===== src/rtl/esd_pkg.sv =====
`timescale 1ns / 1ps

package esd_pkg;

    // Default depth of the result queue; must be at least 2.
    localparam int ESD_QUEUE_DEPTH = 4;

    // Decoder mode between bytes.
    typedef enum logic [2:0] {
        MODE_TEXT = 3'd0,
        MODE_ESC  = 3'd1,
        MODE_HEX1 = 3'd2,
        MODE_HEX2 = 3'd3,
        MODE_OCT1 = 3'd4,
        MODE_OCT2 = 3'd5
    } t_mode;

    // One result item as it travels to the output port.
    typedef struct packed {
        logic [7:0] code;
        logic       malformed;
        logic       final_res;
        logic       last;
    } t_res;

    // Characters that steer the decoder.
    localparam logic [7:0] CH_BACKSLASH = 8'd92;
    localparam logic [7:0] CH_LOWER_X   = 8'd120;

    // Values of the simple escapes.
    localparam logic [7:0] ESC_BELL      = 8'd7;
    localparam logic [7:0] ESC_BACKSPACE = 8'd8;
    localparam logic [7:0] ESC_TAB       = 8'd9;
    localparam logic [7:0] ESC_NEWLINE   = 8'd10;
    localparam logic [7:0] ESC_VTAB      = 8'd11;
    localparam logic [7:0] ESC_FORMFEED  = 8'd12;
    localparam logic [7:0] ESC_RETURN    = 8'd13;
    localparam logic [7:0] ESC_QUESTION  = 8'd63;
    localparam logic [7:0] ESC_DQUOTE    = 8'd34;
    localparam logic [7:0] ESC_SQUOTE    = 8'd39;

endpackage


===== src/rtl/esd_decode.sv =====
`timescale 1ns / 1ps

module esd_decode
    import esd_pkg::*;
(
    input  t_mode      i_mode,
    input  logic [7:0] i_accum,
    input  logic [7:0] i_char_in,
    input  logic       i_end_mark,
    output t_res       o_res0,
    output t_res       o_res1,
    output logic [1:0] o_count,
    output t_mode      o_mode,
    output logic [7:0] o_accum
);

    // Map a simple escape letter to its value; bit 8 flags a hit.
    function automatic logic [8:0] simple_escape(input logic [7:0] c);
        logic [8:0] r;
        begin
            r = 9'd0;
            case (c)
                8'd97:  r = {1'b1, ESC_BELL};      // a
                8'd98:  r = {1'b1, ESC_BACKSPACE}; // b
                8'd116: r = {1'b1, ESC_TAB};       // t
                8'd110: r = {1'b1, ESC_NEWLINE};   // n
                8'd118: r = {1'b1, ESC_VTAB};      // v
                8'd102: r = {1'b1, ESC_FORMFEED};  // f
                8'd114: r = {1'b1, ESC_RETURN};    // r
                8'd63:  r = {1'b1, ESC_QUESTION};
                8'd34:  r = {1'b1, ESC_DQUOTE};
                8'd39:  r = {1'b1, ESC_SQUOTE};
                8'd92:  r = {1'b1, CH_BACKSLASH};
                default: r = 9'd0;
            endcase
            return r;
        end
    endfunction

    // Hex digit value in either case; bit 4 flags a valid digit.
    function automatic logic [4:0] hex_digit(input logic [7:0] c);
        logic [4:0] r;
        begin
            r = 5'd0;
            if (c >= 8'd48 && c <= 8'd57) begin
                r = {1'b1, 4'(c - 8'd48)};
            end else if (c >= 8'd65 && c <= 8'd70) begin
                r = {1'b1, 4'(c - 8'd55)};
            end else if (c >= 8'd97 && c <= 8'd102) begin
                r = {1'b1, 4'(c - 8'd87)};
            end
            return r;
        end
    endfunction

    logic [8:0] esc;
    logic [4:0] hex;
    logic       is_oct;
    logic [2:0] oct_val;
    logic [7:0] oct_acc;
    t_res       r0;
    t_res       r1;
    logic [1:0] cnt;
    t_mode      nm;
    logic [7:0] na;

    assign esc     = simple_escape(i_char_in);
    assign hex     = hex_digit(i_char_in);
    assign is_oct  = (i_char_in[7:3] == 5'b00110);
    assign oct_val = i_char_in[2:0];
    assign oct_acc = {i_accum[4:0], oct_val};

    always_comb begin
        r0  = '0;
        r1  = '0;
        cnt = 2'd0;
        nm  = i_mode;
        na  = i_accum;
        if (i_end_mark) begin
            // Flush a pending escape, then the end marker.
            unique case (i_mode)
                MODE_ESC: begin
                    r0.malformed = 1'b1;
                    cnt = 2'd1;
                end
                MODE_HEX1, MODE_HEX2: begin
                    r0.code      = i_accum;
                    r0.malformed = 1'b1;
                    cnt = 2'd1;
                end
                MODE_OCT1, MODE_OCT2: begin
                    r0.code = i_accum;
                    cnt = 2'd1;
                end
                default: begin
                    cnt = 2'd0;
                end
            endcase
            if (cnt == 2'd1) begin
                r1.final_res = 1'b1;
                cnt = 2'd2;
            end else begin
                r0.final_res = 1'b1;
                cnt = 2'd1;
            end
            nm = MODE_TEXT;
        end else begin
            unique case (i_mode)
                MODE_ESC: begin
                    if (esc[8]) begin
                        r0.code = esc[7:0];
                        cnt = 2'd1;
                        nm  = MODE_TEXT;
                    end else if (i_char_in == CH_LOWER_X) begin
                        na = 8'd0;
                        nm = MODE_HEX1;
                    end else if (is_oct) begin
                        na = {5'd0, oct_val};
                        nm = MODE_OCT1;
                    end else begin
                        r0.code      = i_char_in;
                        r0.malformed = 1'b1;
                        cnt = 2'd1;
                        nm  = MODE_TEXT;
                    end
                end
                MODE_HEX1, MODE_HEX2: begin
                    if (!hex[4]) begin
                        // Bad digit: emit what was gathered, then treat byte as text.
                        r0.code      = i_accum;
                        r0.malformed = 1'b1;
                        cnt = 2'd1;
                        if (i_char_in == CH_BACKSLASH) begin
                            nm = MODE_ESC;
                            na = 8'd0;
                        end else begin
                            r1.code = i_char_in;
                            cnt = 2'd2;
                            nm  = MODE_TEXT;
                        end
                    end else if (i_mode == MODE_HEX1) begin
                        na = {4'd0, hex[3:0]};
                        nm = MODE_HEX2;
                    end else begin
                        r0.code = {i_accum[3:0], hex[3:0]};
                        cnt = 2'd1;
                        nm  = MODE_TEXT;
                    end
                end
                MODE_OCT1, MODE_OCT2: begin
                    if (is_oct) begin
                        na = oct_acc;
                        if (i_mode == MODE_OCT1) begin
                            nm = MODE_OCT2;
                        end else begin
                            r0.code = oct_acc;
                            cnt = 2'd1;
                            nm  = MODE_TEXT;
                        end
                    end else begin
                        // Short octal run: emit value, then treat byte as text.
                        r0.code = i_accum;
                        cnt = 2'd1;
                        if (i_char_in == CH_BACKSLASH) begin
                            nm = MODE_ESC;
                            na = 8'd0;
                        end else begin
                            r1.code = i_char_in;
                            cnt = 2'd2;
                            nm  = MODE_TEXT;
                        end
                    end
                end
                default: begin
                    if (i_char_in == CH_BACKSLASH) begin
                        nm = MODE_ESC;
                        na = 8'd0;
                    end else begin
                        r0.code = i_char_in;
                        cnt = 2'd1;
                        nm  = MODE_TEXT;
                    end
                end
            endcase
        end
        if (nm == MODE_TEXT) begin
            na = 8'd0;
        end
        r0.last = (cnt == 2'd1);
        r1.last = 1'b1;
    end

    assign o_res0  = r0;
    assign o_res1  = r1;
    assign o_count = cnt;
    assign o_mode  = nm;
    assign o_accum = na;

endmodule


===== src/rtl/esd_outq.sv =====
`timescale 1ns / 1ps

module esd_outq
    import esd_pkg::*;
#(
    parameter int QUEUE_DEPTH = ESD_QUEUE_DEPTH
) (
    input  logic       i_clk,
    input  logic       i_rst_n,
    input  logic [1:0] i_wr_count,
    input  t_res       i_wr0,
    input  t_res       i_wr1,
    output logic       o_room,
    output logic       o_valid,
    output t_res       o_data,
    input  logic       i_pop
);

    localparam int PtrW = (QUEUE_DEPTH > 1) ? $clog2(QUEUE_DEPTH) : 1;
    localparam int CntW = $clog2(QUEUE_DEPTH + 1);
    localparam logic [PtrW-1:0] LastPtr = PtrW'(QUEUE_DEPTH - 1);
    localparam logic [CntW-1:0] RoomMax = CntW'(QUEUE_DEPTH - 2);

    function automatic logic [PtrW-1:0] ptr_inc(input logic [PtrW-1:0] p);
        begin
            return (p == LastPtr) ? '0 : p + PtrW'(1);
        end
    endfunction

    t_res            r_mem [QUEUE_DEPTH];
    logic [PtrW-1:0] r_wr_ptr;
    logic [PtrW-1:0] r_rd_ptr;
    logic [CntW-1:0] r_count;
    logic [PtrW-1:0] n_wr_ptr;
    logic [PtrW-1:0] n_rd_ptr;
    logic [CntW-1:0] n_count;
    logic [PtrW-1:0] wr_ptr1;
    logic            pop;

    assign wr_ptr1 = ptr_inc(r_wr_ptr);
    assign pop     = i_pop && (r_count != '0);
    assign o_valid = (r_count != '0);
    assign o_data  = r_mem[r_rd_ptr];
    assign o_room  = (r_count <= RoomMax);

    always_comb begin
        n_wr_ptr = r_wr_ptr;
        if (i_wr_count == 2'd1) begin
            n_wr_ptr = wr_ptr1;
        end else if (i_wr_count == 2'd2) begin
            n_wr_ptr = ptr_inc(wr_ptr1);
        end
        n_rd_ptr = pop ? ptr_inc(r_rd_ptr) : r_rd_ptr;
        n_count  = r_count + CntW'(i_wr_count) - CntW'(pop);
    end

    always_ff @(posedge i_clk) begin
        if (i_wr_count != 2'd0) begin
            r_mem[r_wr_ptr] <= i_wr0;
        end
        if (i_wr_count == 2'd2) begin
            r_mem[wr_ptr1] <= i_wr1;
        end
    end

    always_ff @(posedge i_clk) begin
        if (!i_rst_n) begin
            r_wr_ptr <= '0;
            r_rd_ptr <= '0;
            r_count  <= '0;
        end else begin
            r_wr_ptr <= n_wr_ptr;
            r_rd_ptr <= n_rd_ptr;
            r_count  <= n_count;
        end
    end

    // Writes only arrive when the room check passed.
    a_no_overflow: assert property (@(posedge i_clk) disable iff (!i_rst_n)
        (i_wr_count != 2'd0) |-> (r_count <= RoomMax))
        else $error("result queue overflow");

    a_count_bound: assert property (@(posedge i_clk) disable iff (!i_rst_n)
        r_count <= CntW'(QUEUE_DEPTH))
        else $error("result queue count out of range");

    a_ptr_track: assert property (@(posedge i_clk) disable iff (!i_rst_n)
        (r_count == '0) |-> (r_wr_ptr == r_rd_ptr))
        else $error("empty queue with pointers apart");

endmodule


===== src/rtl/escape_sequence_decoder.sv =====
`timescale 1ns / 1ps

// C string-literal escape decoder. Feed the literal body one byte per request
// on the input channel; each decoded character comes out as one request on the
// output channel with its byte value, a malformed flag, and a last flag on the
// final result caused by that input byte. Plain bytes pass through, simple
// escapes (a b t n v f r ? " ' backslash) map to their control values, octal
// escapes take one to three digits modulo 256, and hex escapes take exactly
// two digits. A request with end_mark set flushes any pending escape and then
// emits one result with final_res set; decoder state returns to plain text.
// An input byte produces zero, one or two results. The block takes one byte
// per cycle while the queue has room: a byte is held in the input register,
// then decoded in a single pass into a small result queue (QUEUE_DEPTH
// entries), from which its first result is offered on the output. The input
// register advances only when the queue has room for two results, so the
// sustained rate is one byte per cycle as long as the consumer drains one
// result per cycle; a byte that yields two results leaves an extra result
// for the consumer to drain.

module escape_sequence_decoder
    import esd_pkg::*;
#(
    parameter int QUEUE_DEPTH = ESD_QUEUE_DEPTH
) (
    input  logic       i_clk,
    input  logic       i_rst_n,
    input  logic       i_in_valid,
    output logic       o_in_ready,
    input  logic [7:0] i_char_in,
    input  logic       i_end_mark,
    output logic       o_out_valid,
    input  logic       i_out_ready,
    output logic [7:0] o_code,
    output logic       o_malformed,
    output logic       o_final_res,
    output logic       o_last
);

    // Input register.
    logic       r_in_valid;
    logic [7:0] r_char;
    logic       r_end;
    logic       n_in_valid;

    // Decoder state held between bytes.
    t_mode      r_mode;
    logic [7:0] r_accum;

    // Decode results.
    t_res       dec_res0;
    t_res       dec_res1;
    logic [1:0] dec_count;
    t_mode      dec_mode;
    logic [7:0] dec_accum;

    logic       q_room;
    logic       q_valid;
    t_res       q_data;
    logic       fire;
    logic       in_take;
    logic [1:0] wr_count;

    // Advance the held byte once the queue can absorb two results.
    assign fire       = r_in_valid && q_room;
    assign o_in_ready = !r_in_valid || q_room;
    assign in_take    = i_in_valid && o_in_ready;
    assign wr_count   = fire ? dec_count : 2'd0;

    always_comb begin
        n_in_valid = r_in_valid;
        if (in_take) begin
            n_in_valid = 1'b1;
        end else if (fire) begin
            n_in_valid = 1'b0;
        end
    end

    always_ff @(posedge i_clk) begin
        if (!i_rst_n) begin
            r_in_valid <= 1'b0;
            r_mode     <= MODE_TEXT;
            r_accum    <= 8'd0;
        end else begin
            r_in_valid <= n_in_valid;
            if (fire) begin
                r_mode  <= dec_mode;
                r_accum <= dec_accum;
            end
        end
    end

    // Capture payload on accept; hold otherwise.
    always_ff @(posedge i_clk) begin
        if (in_take) begin
            r_char <= i_char_in;
            r_end  <= i_end_mark;
        end
    end

    esd_decode u_decode (
        .i_mode     (r_mode),
        .i_accum    (r_accum),
        .i_char_in  (r_char),
        .i_end_mark (r_end),
        .o_res0     (dec_res0),
        .o_res1     (dec_res1),
        .o_count    (dec_count),
        .o_mode     (dec_mode),
        .o_accum    (dec_accum)
    );

    esd_outq #(
        .QUEUE_DEPTH (QUEUE_DEPTH)
    ) u_outq (
        .i_clk      (i_clk),
        .i_rst_n    (i_rst_n),
        .i_wr_count (wr_count),
        .i_wr0      (dec_res0),
        .i_wr1      (dec_res1),
        .o_room     (q_room),
        .o_valid    (q_valid),
        .o_data     (q_data),
        .i_pop      (i_out_ready)
    );

    assign o_out_valid = q_valid;
    assign o_code      = q_data.code;
    assign o_malformed = q_data.malformed;
    assign o_final_res = q_data.final_res;
    assign o_last      = q_data.last;

    // An end request always leaves the decoder in plain text with a clear accumulator.
    a_end_resets: assert property (@(posedge i_clk) disable iff (!i_rst_n)
        (fire && r_end) |=> (r_mode == MODE_TEXT && r_accum == 8'd0))
        else $error("end request did not reset decoder state");

    // Every end request yields at least the final marker.
    a_end_emits: assert property (@(posedge i_clk) disable iff (!i_rst_n)
        (r_in_valid && r_end) |-> (dec_count != 2'd0))
        else $error("end request without marker");

    // A held byte is not lost while the queue lacks room for two results.
    a_hold_byte: assert property (@(posedge i_clk) disable iff (!i_rst_n)
        (r_in_valid && !q_room) |=> r_in_valid)
        else $error("held byte dropped");

    // Plain text never carries a pending accumulator.
    a_text_accum: assert property (@(posedge i_clk) disable iff (!i_rst_n)
        (r_mode == MODE_TEXT) |-> (r_accum == 8'd0))
        else $error("accumulator nonzero in text mode");

endmodule


===== config.mk =====
export PLATFORM = sky130hd
export DESIGN_NAME = escape_sequence_decoder
export DESIGN_NICKNAME = d
export VERILOG_FILES = /design/src/rtl/esd_pkg.sv /design/src/rtl/esd_decode.sv /design/src/rtl/esd_outq.sv /design/src/rtl/escape_sequence_decoder.sv
export SDC_FILE = /design/constraint.sdc
export NUM_CORES = 1
export LEC_CHECK = 0
export ABC_AREA = 0
export BUFFER_PORTS_ARGS = -buffer_cell sky130_fd_sc_hd__buf_2
export CAP_MARGIN = 20
export CELL_PAD_IN_SITES_DETAIL_PLACEMENT = 0
export CELL_PAD_IN_SITES_GLOBAL_PLACEMENT = 1
export CORE_AREA = 2 2 103 105
export CTS_CLUSTER_SIZE = 8
export DETAILED_ROUTE_END_ITERATION = 7
export DIE_AREA = 0 0 105 107
export GPL_TIMING_DRIVEN = 0
export PLACE_DENSITY = 0.84
export REMOVE_ABC_BUFFERS = 1
export SYNTH_ARGS = -nofsm -noshare
export SYNTH_HDL_FRONTEND = slang
export SYNTH_SLANG_ARGS = --single-unit

===== constraint.sdc =====
create_clock -name i_clk -period 7.71 [get_ports i_clk]
set_input_delay 1.542 -clock i_clk [delete_from_list [all_inputs] [get_ports i_clk]]
set_output_delay 1.542 -clock i_clk [all_outputs]
set_load 0.01 [all_outputs]

# Yosys cells after proc, flatten, opt, wreduce, memory -nomap -nowiden
# Memory sizes are Yosys's and may differ from the RTL's. A register that Yosys moved wholly into a read port is not among the register bits.
# Cells that the tools add are included.
# Widths: inputs -> output; s select.
word_totals:
  memories: 1
  elab_cells: 147
  ram_bits: 44
  ff_bits: 28
  inputBits: 13
memory_table:
  columns: ["name", "words", "width", "read_ports", "rd_ports_with_merged_regs", "write_ports", "line_no", "rtl"]
  rows:
  - ["u_outq.r_mem", 4, 11, 1, 1, 2, "esd_outq.sv:30", "t_res r_mem [QUEUE_DEPTH];"]
classes:
  n_addsub: 8
  n_lt_le_gt_ge: 7
  mux: 75
  n_eq_ne: 29
  n_reduce_logical: 19
ops:
  columns: ["cell", "n"]
  rows:
  - ["$mux 8", 19]
  - ["$pmux 9 s11", 1]
  - ["$eq 8x7->1 const B", 9]
  - ["$pmux 8 s3", 2]
  - ["$mux 2", 17]
  - ["$mux 9", 3]
  - ["$eq 8x6->1 const B", 3]
  - ["$mux 3", 7]
  - ["$mux 1", 19]
  - ["$ge 8x7->1 const B", 2]
  - ["$le 8x7->1 const B", 2]
  - ["$pmux 8 s2", 1]
  - ["$mux 5", 3]
  - ["$pmux 3 s3", 1]
  - ["$eq 2x2->1 const B", 4]
  - ["$ge 8x6->1 const B", 1]
  - ["$le 8x6->1 const B", 1]
  - ["$sub 4x3->4 const B", 2]
  - ["$add 2x1->2 const B", 3]
  - ["$eq 2x1->1 const B", 3]
  - ["$eq 3x2->1 const B", 2]
  - ["$eq 3x3->1 const B", 2]
  - ["$logic_and 1x1->1", 6]
  - ["$pmux 2 s3", 1]
  - ["21 further kinds", 24]

# Longest topological paths before layout
# Gate-level depths: netlist (run 1).
logic_depth:
  word_depth: 12
  ltp_mapped: 15
  depth_no_buf: 13

# Cells and area by module
# Synthesis (run 1) repeated with hierarchy kept, for this count alone.
unflattened:
  cells_unflattened: 534
  hier_area_um2: 5371.4
by_module_without_submodules:
  columns: ["module", "area_per_inst_um2", "instances", "cells_each", "seq_area_each_um2"]
  rows:
  - ["esd_outq", 2716.4, 1, 176, 1501.4]
  - ["esd_decode", 1860.5, 1, 292, 0.0]
  - ["escape_sequence_decoder", 794.5, 1, 66, 510.5]

# Worst setup path after synthesis (run 1)
# OpenSTA, ideal clock, no wires.
synth_timing:
  path_type: "reg2reg"
  start: "register r_char[0]"
  end: "memory u_outq.r_mem[3][10] (netlist name) (enable)"
  setup_time_ns: 0.334
  arrival_ns: 3.358
  stages_incl_launch_ff: 13
  slack_ns: 4.018
  n_path_buf: 2
  required_time_ns: 7.376
  cell_sequence: "edfxtp_1 clkbuf_1 inv_1 ha_1 nand3_1 or2_1 a2111o_1 a211o_4 nand3_1 ha_1 buf_1 nand2_1 nand2_1"
synth_rtl:
  columns: ["element", "line_no", "rtl"]
  rows:
  - ["from (decl)", "escape_sequence_decoder.sv:41", "logic [7:0] r_char;"]
  - ["from (signal assigned)", "escape_sequence_decoder.sv:95", "r_char <= i_char_in;"]
  - ["to (decl)", "esd_outq.sv:30", null]

==> reports/metrics.cfg, run 1 <==
[status]
outcome=finished clean

[grt]
grt_max_degree=27
grt.met1_usage_pct=34.33
grt_pass1_wl_um=23560
grt_overflow=0
antenna_found_initial=0
grt.busiest_layer=met2
grt_pass1_vias=4382
grt_usage_pct=26.81
met2_usage_pct=45.36
use_met3_pct=4.255

[route]
routed_via_density=6.576
firstDrtPassIters=5
routed_wl_um=14580
drc=0
wl_per_cell_um=21.41
num_vias=4478
drt-initial-drc-count=380
antenna_left=0

[die]
die_w_um=105
num_io_pins=26
fp-row-count=37
die-area_um2=11240
die_y_um=107
start_util_pct=50.79
core_um2=10090

[cells_and_area]
final_area_um2=5473
diodes=0
nets=571
area_growth_pct=6.761
fin_util_pct=54.23
drive_above_1_share_pct=14.50
mostFrequentLayoutCells=nand2_1 (49), edfxtp_1 (45), a21oi_1 (35)
final_common_cell=nand2_1

[clock_network]
cts_hold_buf=0
cts_inserted_buffers=9
root_buffer=clkbuf_8
post_cts_resized=0
worstSkewPairLatency_ps=360
cts_max_path_buffers=2
cts_tree=built
clock_sinks=74
htreeDepth=3
postCtsSetupBuffers=0
cts.reportedPaths.clkPinSlew_ps=90

[timing]
fin_skew_ps=17.30
slew_headroom_pct=27.74
worstMarginPinSlew_ps=1080
holdWs_ps=519.8
final.setup.worst_slack_ps=2864
rsz0062_at_grt=no
finalSetupViolCount=0
drv_slew=0
fmax_ghz=0.2064
finalSetupTns_ps=0
post-route-period-util_pct=62.85
finalCriticalPeriod_ps=4846
hold_violations=0

[worst_hold_path]
hp-start=r_accum[5]
whs_endpoint=r_accum[5]
min_path_type=reg2reg
holdPathStages=2

[setup_path]
path_cells=inv_1, ha_1, nand3_1, or2_1, a2111o_1, a211o_4, nand3_1, ha_1, nand2_1, nand2_1
cp_max_fo=20
reg2reg_depth=10
cpPeakStageDelay_ps=660
crit_family=simple AND/OR/NAND/NOR gates
worst_setup_path_end_kind=flip-flop
rr_startpoint=r_char[0]
crit_buf_inv=1
reg2reg_slack_ps=2860
cp.arrival_ps=4840
path_class=reg2reg
worst_path_max_delay_cell=edfxtp_1
cp-start-kind=flip-flop
required_ps=7700
r2r_end=u_outq.r_mem[3][7]

[synthesis]
ys_seq_area_share_pct=37.69
syn_avg_cell_area_um2=9.493
yosys.area.top_type=edfxtp_1
yosysTopAreaCellShare_pct=26.36
syn_inst=540
synth.cell_area_um2=5126
ys.warnings.count=0
synth_cell_types=83
synth-seq-cells=74
synth-async-reset-ratio_pct=0
ys.flop_type=edfxtp_1
synth_area_leaders=edfxtp_1 (26%), dfxtp_1 (11%), mux4_2 (4.8%)
synth-edff-count=45

[power_and_ir_drop]
p_leak_nw=1.940
ir_drop_mv=0.1071
p_per_area_nw_per_um2=199.3

[place]
hpwl_um=10450
place_area_um2=5269
gp_congestion=0.9007
io_buffers=25
dp_slack_ps=2967

[flow_run]
drv_cap=0

## cell usage after synthesis (4+ instances only)
master / number
ha_1: 17
and2_1: 14
xnor2_1: 5
a21oi_1: 35
edfxtp_1: 45
o2bb2ai_1: 9
nor3_1: 12
nor2_1: 33
nor2b_1: 9
a22o_1: 12
a31oi_1: 6
nand3b_1: 4
o21ai_0: 22
buf_1: 5
nand3_1: 25
nand2_1: 49
buf_2: 5
clkbuf_1: 24
mux2i_1: 7
dfxtp_1: 29
a211oi_1: 5
a21oi_2: 4
o31ai_1: 8
a21o_1: 7
o22ai_1: 15
inv_1: 17
or3_1: 5
mux4_2: 11
nor4b_1: 4
o21ai_1: 10
a32oi_1: 4
nand2b_1: 5
## per-layer routing
metal | vias to the layer above | routed length (um)
li1 | 2062 | -
met1 | 2162 | 6054
met3 | 40 | 984
met2 | 214 | 7039
met5 | - | 0
met4 | 0 | 502
## where the power goes
| part | leakage [nW] | total (W) | internal (W) | switching (W) |
|---|---|---|---|---|
| Sequential | 0.670 | 0.000517 | 0.000461 | 0.0000557 |
| Combinational | 1.16 | 0.000251 | 0.000123 | 0.000128 |
| Clock | 0.107 | 0.000323 | 0.000156 | 0.000167 |
| Total | 1.94 | 0.00109 | 0.000740 | 0.000351 |
## worst max path at each step
stage / startpoint / to / slack [ps] / cells after the start
2_1_floorplan: r_char[0] / u_outq.r_mem[3][10] / 3950 / 10
3_3_place_gp: r_char[0] / u_outq.r_mem[3][4] / 3060 / 10
3_5_place_dp: r_char[0] / u_outq.r_mem[0][5] / 2970 / 10
4_1_cts: r_char[0] / u_outq.r_mem[0][3] / 2940 / 10
5_1_grt: r_char[0] / u_outq.r_mem[0][3] / 2620 / 10
6_report: r_char[0] / u_outq.r_mem[3][7] / 2860 / 10
## final cells by class
class                           instances  area [um2]
Sequential cell                        74        1932
Inverter                               18       67.56
Tap cell                              136       170.2
Multi-Input combinational cell        411        2967
Clock inverter                          7       80.08
Timing Repair Buffer                   26       132.6
Clock buffer                            9       123.9
Fill cell                             980        4619
## worst min-delay path: stages, from the launching register on
cell and delay, ps:
dfxtp_1 350, nand2_1 60, o21ai_0 60
## stage by stage
stage / std cells / power (W)
final: 681 / 0.001091
after floorplan: 503 / 0.0006926
after global routing: 681 / 0.001145
after detailed placement: 665 / 0.0007772
after global placement: 664 / 0.0007654
after CTS: 681 / 0.001096
## state kept, by name, indices dropped and copies added, names as in the netlist, named ones only
signal           cells
u_outq.r_mem        44
r_in_valid           1
u_outq.r_rd_ptr      2
r_char               8
u_outq.r_wr_ptr      2
r_mode               3
r_accum              8
u_outq.r_count       3
r_end                1
## kinds of logic (layout without fill, tap and decap cells)
group	Yosys count	count (layout)	share of synthesized area (%)
DFF	74	74	37.69
AOI/OAI and AO/OA	179	179	25.80
xor gates and xnor gates	7	7	1.196
and+or+nand+nor	189	189	20.14
buffers and inverters	55	60	4.442
muxes	18	18	6.200
adders and majority gates	18	18	4.540
No activity file was read; power rests on OpenSTA's default activity.
==> run 2, diff against run 1 <==
--- a/config.mk
+++ b/config.mk
@@ -5,17 +5,17 @@
 export SDC_FILE = /design/constraint.sdc
 export NUM_CORES = 1
 export LEC_CHECK = 0
-export ABC_AREA = 0
+export ABC_AREA = 1
 export BUFFER_PORTS_ARGS = -buffer_cell sky130_fd_sc_hd__buf_2
 export CAP_MARGIN = 20
 export CELL_PAD_IN_SITES_DETAIL_PLACEMENT = 0
 export CELL_PAD_IN_SITES_GLOBAL_PLACEMENT = 1
-export CORE_AREA = 2 2 103 105
+export CORE_AREA = 2 2 112 114
 export CTS_CLUSTER_SIZE = 8
 export DETAILED_ROUTE_END_ITERATION = 7
-export DIE_AREA = 0 0 105 107
+export DIE_AREA = 0 0 114 116
 export GPL_TIMING_DRIVEN = 0
-export PLACE_DENSITY = 0.84
+export PLACE_DENSITY = 0.8
 export REMOVE_ABC_BUFFERS = 1
 export SYNTH_ARGS = -nofsm -noshare
 export SYNTH_HDL_FRONTEND = slang
==> constraint.sdc (replaced) <==
create_clock -name i_clk -period 4.5 [get_ports i_clk]
set_input_delay 0.9 -clock i_clk [delete_from_list [all_inputs] [get_ports i_clk]]
set_output_delay 0.9 -clock i_clk [all_outputs]
set_load 0.01 [all_outputs]
==> run 2 against run 1 <==
Effect of this change:
- clock-buffer cell count stayed put
- core utilization is 4.2 points lower
- sequential share of layout area is 2.9 points lower
- highest routed layer unchanged
==> reports/metrics.cfg, run 2 <==
[timing]
finalSetupTns_ps=0
hold_violations=0
fmax_ghz=0.2567
fin_skew_ps=7.284
drv_slew=0
final.setup.worst_slack_ps=605.0
rsz0062_at_grt=no
finalCriticalPeriod_ps=3895
post-route-period-util_pct=86.56
slew_headroom_pct=30.92
finalSetupViolCount=0
holdWs_ps=451.1
worstMarginPinSlew_ps=1031

[worst_hold_path]
min_path_type=reg2reg
holdPathStages=2

[cells_and_area]
fillers=1214
largest_reg_flops=44
drive_above_1_share_pct=13.21
final_common_cell=nand2_1
final_area_um2=5963
multi_input_area_um2=3128
regArea_um2=1932
area_growth_pct=9.588
regMostFlops=u_outq.r_mem
diodes=0
mostFrequentLayoutCells=nand2_1 (201), nor2_1 (94), nand3_1 (71)
nets=806
reg_top3=u_outq.r_mem: 44 flops, r_accum: 8 flops, r_char: 8 flops

[synthesis]
synth.cell_area_um2=5441
synth-async-reset-ratio_pct=0
synth_area_leaders=edfxtp_1 (25%), nand2_1 (14%), dfxtp_1 (11%)
yosys-top-cells-count=nand2_1 (201), nor2_1 (94), nand3_1 (71)
yosys.area.top_type=edfxtp_1
synth-edff-count=45
yosysMostFrequentCell=nand2_1
ys_seq_area_share_pct=35.50
ys.flop_type=edfxtp_1
syn_avg_cell_area_um2=7.132
synth-seq-cells=74
synth_cell_types=43
yosysTopAreaCellShare_pct=24.83
syn_inst=763
ys.warnings.count=0

[power_and_ir_drop]
p_leak_nw=2.760
p_per_area_nw_per_um2=455.0
ir_drop_mv=0.2309

[flow_run]
drv_cap=0

[grt]
use_met3_pct=4.916
grt_pass1_wl_um=25010
grt_overflow=0
grt.met1_usage_pct=32.55
grt_usage_pct=24.03
grt_pass1_vias=4860
met2_usage_pct=39.13
grt_max_degree=24
antenna_found_initial=0
grt.busiest_layer=met2

[clock_network]
cts_inserted_buffers=9
root_buffer=clkbuf_16
postCtsSetupBuffers=0
cts_tree=built
cts.reportedPaths.clkPinSlew_ps=60
cts_max_path_buffers=2
worstSkewPairLatency_ps=350
clock_sinks=74
post_cts_resized=0
cts_hold_buf=0
htreeDepth=3

[route]
drc=0
routed_wl_um=15050
wl_per_cell_um=16.23
firstDrtPassIters=5
num_vias=5162
antenna_left=0
routed_via_density=5.569
drt-initial-drc-count=404

[setup_path]
path_class=reg2reg
cp-start-kind=flip-flop
required_ps=4490
cp.arrival_ps=3890
cp_max_fo=15
worst_setup_path_end_kind=flip-flop
reg2reg_depth=12

[status]
outcome=finished clean

[die]
die_y_um=116
num_io_pins=26
die_w_um=114
die-area_um2=13220
start_util_pct=45.68
fp-row-count=40
core_um2=11910

[place]
hpwl_um=11290
gp_congestion=0.9590
io_buffers=25
place_area_um2=5645
dp_slack_ps=620.0

-- run 2: metal layers --
metal / part of all wire [%] / wire (um) / vias up
li1: - / - / 2571
met1: 46 / 6995 / 2390
met2: 46 / 6953 / 177
met3: 5.2 / 785 / 24
met4: 2.1 / 314 / 0
met5: 0 / 0 / -
-- run 2: path summary, 6_finish.rpt --
check / from / end / slack, ps
setup / recovery: r_char[0] / u_outq.r_mem[2][6] / 600
hold / removal: u_outq.r_mem[2][0] / u_outq.r_mem[2][0] / 450
setup reg to reg: r_char[0] / u_outq.r_mem[2][6] / 600
hold reg to reg: u_outq.r_mem[2][0] / u_outq.r_mem[2][0] / 450
-- run 2: logic make-up after synthesis --
kind of cell | synth area share [%]
buf+inv | 7.013
simple gates | 37.04
compound gates | 15.52
fa+ha+maj | 4.277
xor+xnor | 0.6438
flops | 35.50
-- run 2: critical path, cell delays in order, from the launching register on --
cell and delay [ps]:
edfxtp_1 590, inv_1 190, ha_1 210, inv_1 100
nor2_1 110, nand3_1 430, a21oi_1 380, a21oi_2 110
nand3_4 150, nand2_8 130, ha_1 260, nand2_1 440
nand2_1 420
-- run 2: cell type report --
| class | count | share of cell area, % |
|---|---|---|
| Sequential cell | 74 | 32.40 |
| Clock buffer | 9 | 3.777 |
| Clock inverter | 7 | 1.553 |
| Timing Repair Buffer | 25 | 2.098 |
| Tap cell | 147 | 3.084 |
| Inverter | 73 | 4.637 |
| Multi-Input combinational cell | 592 | 52.45 |
-- run 2: power breakdown --
part	leakage (nW)	internal (W)	switching, W	total (W)
combinational	1.89	0.000331	0.000669	0.000999
clock	0.160	0.000485	0.000293	0.000778
sequential	0.713	0.000833	0.000104	0.000936
-- run 2: through the flow --
stage / power [W] / utilization (%) / std cells
4_1_cts: 0.002718 / 50.06 / 927
3_5_place_dp: 0.001940 / 47.39 / 911
2_1_floorplan: 0.001644 / - / 739
5_1_grt: 0.002899 / 50.06 / 927
3_3_place_gp: 0.001918 / 47.39 / 911
6_report: 0.002714 / 50.06 / 927
==> run 3, diff against run 2 <==
--- a/config.mk
+++ b/config.mk
@@ -5,17 +5,17 @@
 export SDC_FILE = /design/constraint.sdc
 export NUM_CORES = 1
 export LEC_CHECK = 0
-export ABC_AREA = 1
+export ABC_AREA = 0
 export BUFFER_PORTS_ARGS = -buffer_cell sky130_fd_sc_hd__buf_2
 export CAP_MARGIN = 20
 export CELL_PAD_IN_SITES_DETAIL_PLACEMENT = 0
 export CELL_PAD_IN_SITES_GLOBAL_PLACEMENT = 1
-export CORE_AREA = 2 2 112 114
+export CORE_AREA = 2 2 106 108
 export CTS_CLUSTER_SIZE = 8
 export DETAILED_ROUTE_END_ITERATION = 7
-export DIE_AREA = 0 0 114 116
+export DIE_AREA = 0 0 108 110
 export GPL_TIMING_DRIVEN = 0
-export PLACE_DENSITY = 0.8
+export PLACE_DENSITY = 0.79
 export REMOVE_ABC_BUFFERS = 1
 export SYNTH_ARGS = -nofsm -noshare
 export SYNTH_HDL_FRONTEND = slang
==> run 3 against run 2 <==
Effect of this change:
- largest cell class unchanged
- worst setup slack worse by 220 ps
- final cell count down 25%
- routed wire length down 6.3%
- cell area down 6.5%
- global-route usage up 1.1 points
- highest routed layer unchanged
- largest power group is now registers
- critical path depth down 1
- via count down 14%
==> reports/metrics.cfg, run 3 (same netlist as run 1, synthesis figures left out) <==
[cells_and_area]
diodes=0
regMostFlops=u_outq.r_mem
mostFrequentLayoutCells=nand2_1 (46), edfxtp_1 (45), a21oi_1 (35)
nets=578
final_common_cell=nand2_1
area_growth_pct=8.787
fin_util_pct=52.13
largest_reg_flops=44
final_cell_count_no_fill=692
reg_top3=u_outq.r_mem: 44 flops, r_accum: 8 flops, r_char: 8 flops
drive_above_1_share_pct=17.21

[grt]
grt_overflow=0
grt_max_degree=27
antenna_found_initial=0
grt_usage_pct=25.15
grt_pass1_wl_um=22900
grt_pass1_vias=4212

[clock_network]
cts_tree=built
root_buffer=clkbuf_8
cts_max_path_buffers=2
cts.reportedPaths.clkPinSlew_ps=90
htreeDepth=3
clock_sinks=74
worstSkewPairLatency_ps=370
cts_inserted_buffers=9
cts_hold_buf=0

[setup_path]
cp.arrival_ps=4340
cp_max_fo=20
cp-start-kind=flip-flop
path_class=reg2reg
required_ps=4730
worst_setup_path_end_kind=flip-flop

[flow_run]
drv_cap=0

[die]
num_io_pins=26
fp-row-count=38
start_util_pct=47.92
die_y_um=110
die-area_um2=11880
core_um2=10700
die_w_um=108

[timing]
worstMarginPinSlew_ps=876.7
fin_skew_ps=13.48
finalCriticalPeriod_ps=4117
drv_slew=0
slew_headroom_pct=41.47
hold_violations=0
post-route-period-util_pct=91.50
finalSetupViolCount=0
fmax_ghz=0.2429
rsz0062_at_grt=no

[power_and_ir_drop]
p_per_area_nw_per_um2=342.9
ir_drop_mv=0.1405
p_leak_nw=1.983

[place]
gp_congestion=0.9182
io_buffers=25
hpwl_um=10130
dp.cells=668

[route]
num_vias=4415
routed_wl_um=14090
antenna_left=0
firstDrtPassIters=5
drt-initial-drc-count=524
drc=0
wl_per_cell_um=20.37
routed_via_density=6.380

[worst_hold_path]
min_path_type=reg2reg

[status]
outcome=finished clean

run 3: cell count changes in the layout (fill, tap and decap cells not counted), sizes merged, moves of 9 or more:
cell / change
nand3: -51
o2bb2ai: +9
o21ai: -35
nand4: -11
nand2: -171
nor2: -75
inv: -53
mux4: +11
and2: +15
nor2b: +9
a22o: +12
run 3: repair_timing:
action                                  4_1_cts  5_1_grt
gates cloned                                  0        0
setup buffers                                 0        6
resized for setup                             2        7
endpoints found under the setup margin       50       62
run 3: path summary, 6_finish.rpt:
check | cells after the start | slack [ps] | endpoint | from
setup reg to reg | 11 | 380 | u_outq.r_mem[0][5] | r_char[0]
hold reg to reg | 2 | 490 | r_accum[6] | r_accum[6]
setup / recovery | 11 | 380 | u_outq.r_mem[0][5] | r_char[0]
hold / removal | 2 | 490 | r_accum[6] | r_accum[6]
run 3: metrics by stage:
stage               hold WS (ps)  cell area (um2)  total power [W]  TNS (ps)  setup WS, ps
finish                     491.8             5577         0.001912         0         382.6
floorplan                  418.7             4966         0.001187         0         740.7
CTS                        495.0             5502         0.001915         0         34.20
global route               529.3             5577         0.002007         0         122.2
global placement           474.0             5266         0.001311     -2449        -95.84
detailed placement         483.7             5266         0.001329     -3128        -124.0
run 3: per-layer routing:
| layer | wire length, um | up-vias | global-route usage [%] |
|---|---|---|---|
| met3 | 825 | 29 | 3.175 |
| li1 | - | 2071 | - |
| met4 | 379 | 0 | 10.16 |
| met5 | 0 | - | 0 |
| met1 | 6286 | 2142 | 33.93 |
| met2 | 6604 | 173 | 41.24 |
run 3: layout make-up:
class | instances | area [um2]
Fill cell | 999 | 5121
Multi-Input combinational cell | 411 | 2987
Sequential cell | 74 | 1932
Timing Repair Buffer | 33 | 185.2
Clock buffer | 12 | 176.4
Tap cell | 140 | 175.2
Inverter | 18 | 67.56
Clock inverter | 4 | 53.80
run 3: worst max-delay path, cell delays in order, from the launching register on:
cell      delay [ps]
edfxtp_1         490
inv_1            200
ha_1             330
nand3_1          150
or2_2            530
a2111o_1         440
a211o_4          380
nand3_1          200
ha_2             390
nand2_1          310
nor2_2           320
a22o_1           210
run 3: report_power, final:
group          internal, W  switching, W
Sequential        0.000790     0.0000868
Clock             0.000323      0.000268
Combinational     0.000217      0.000227
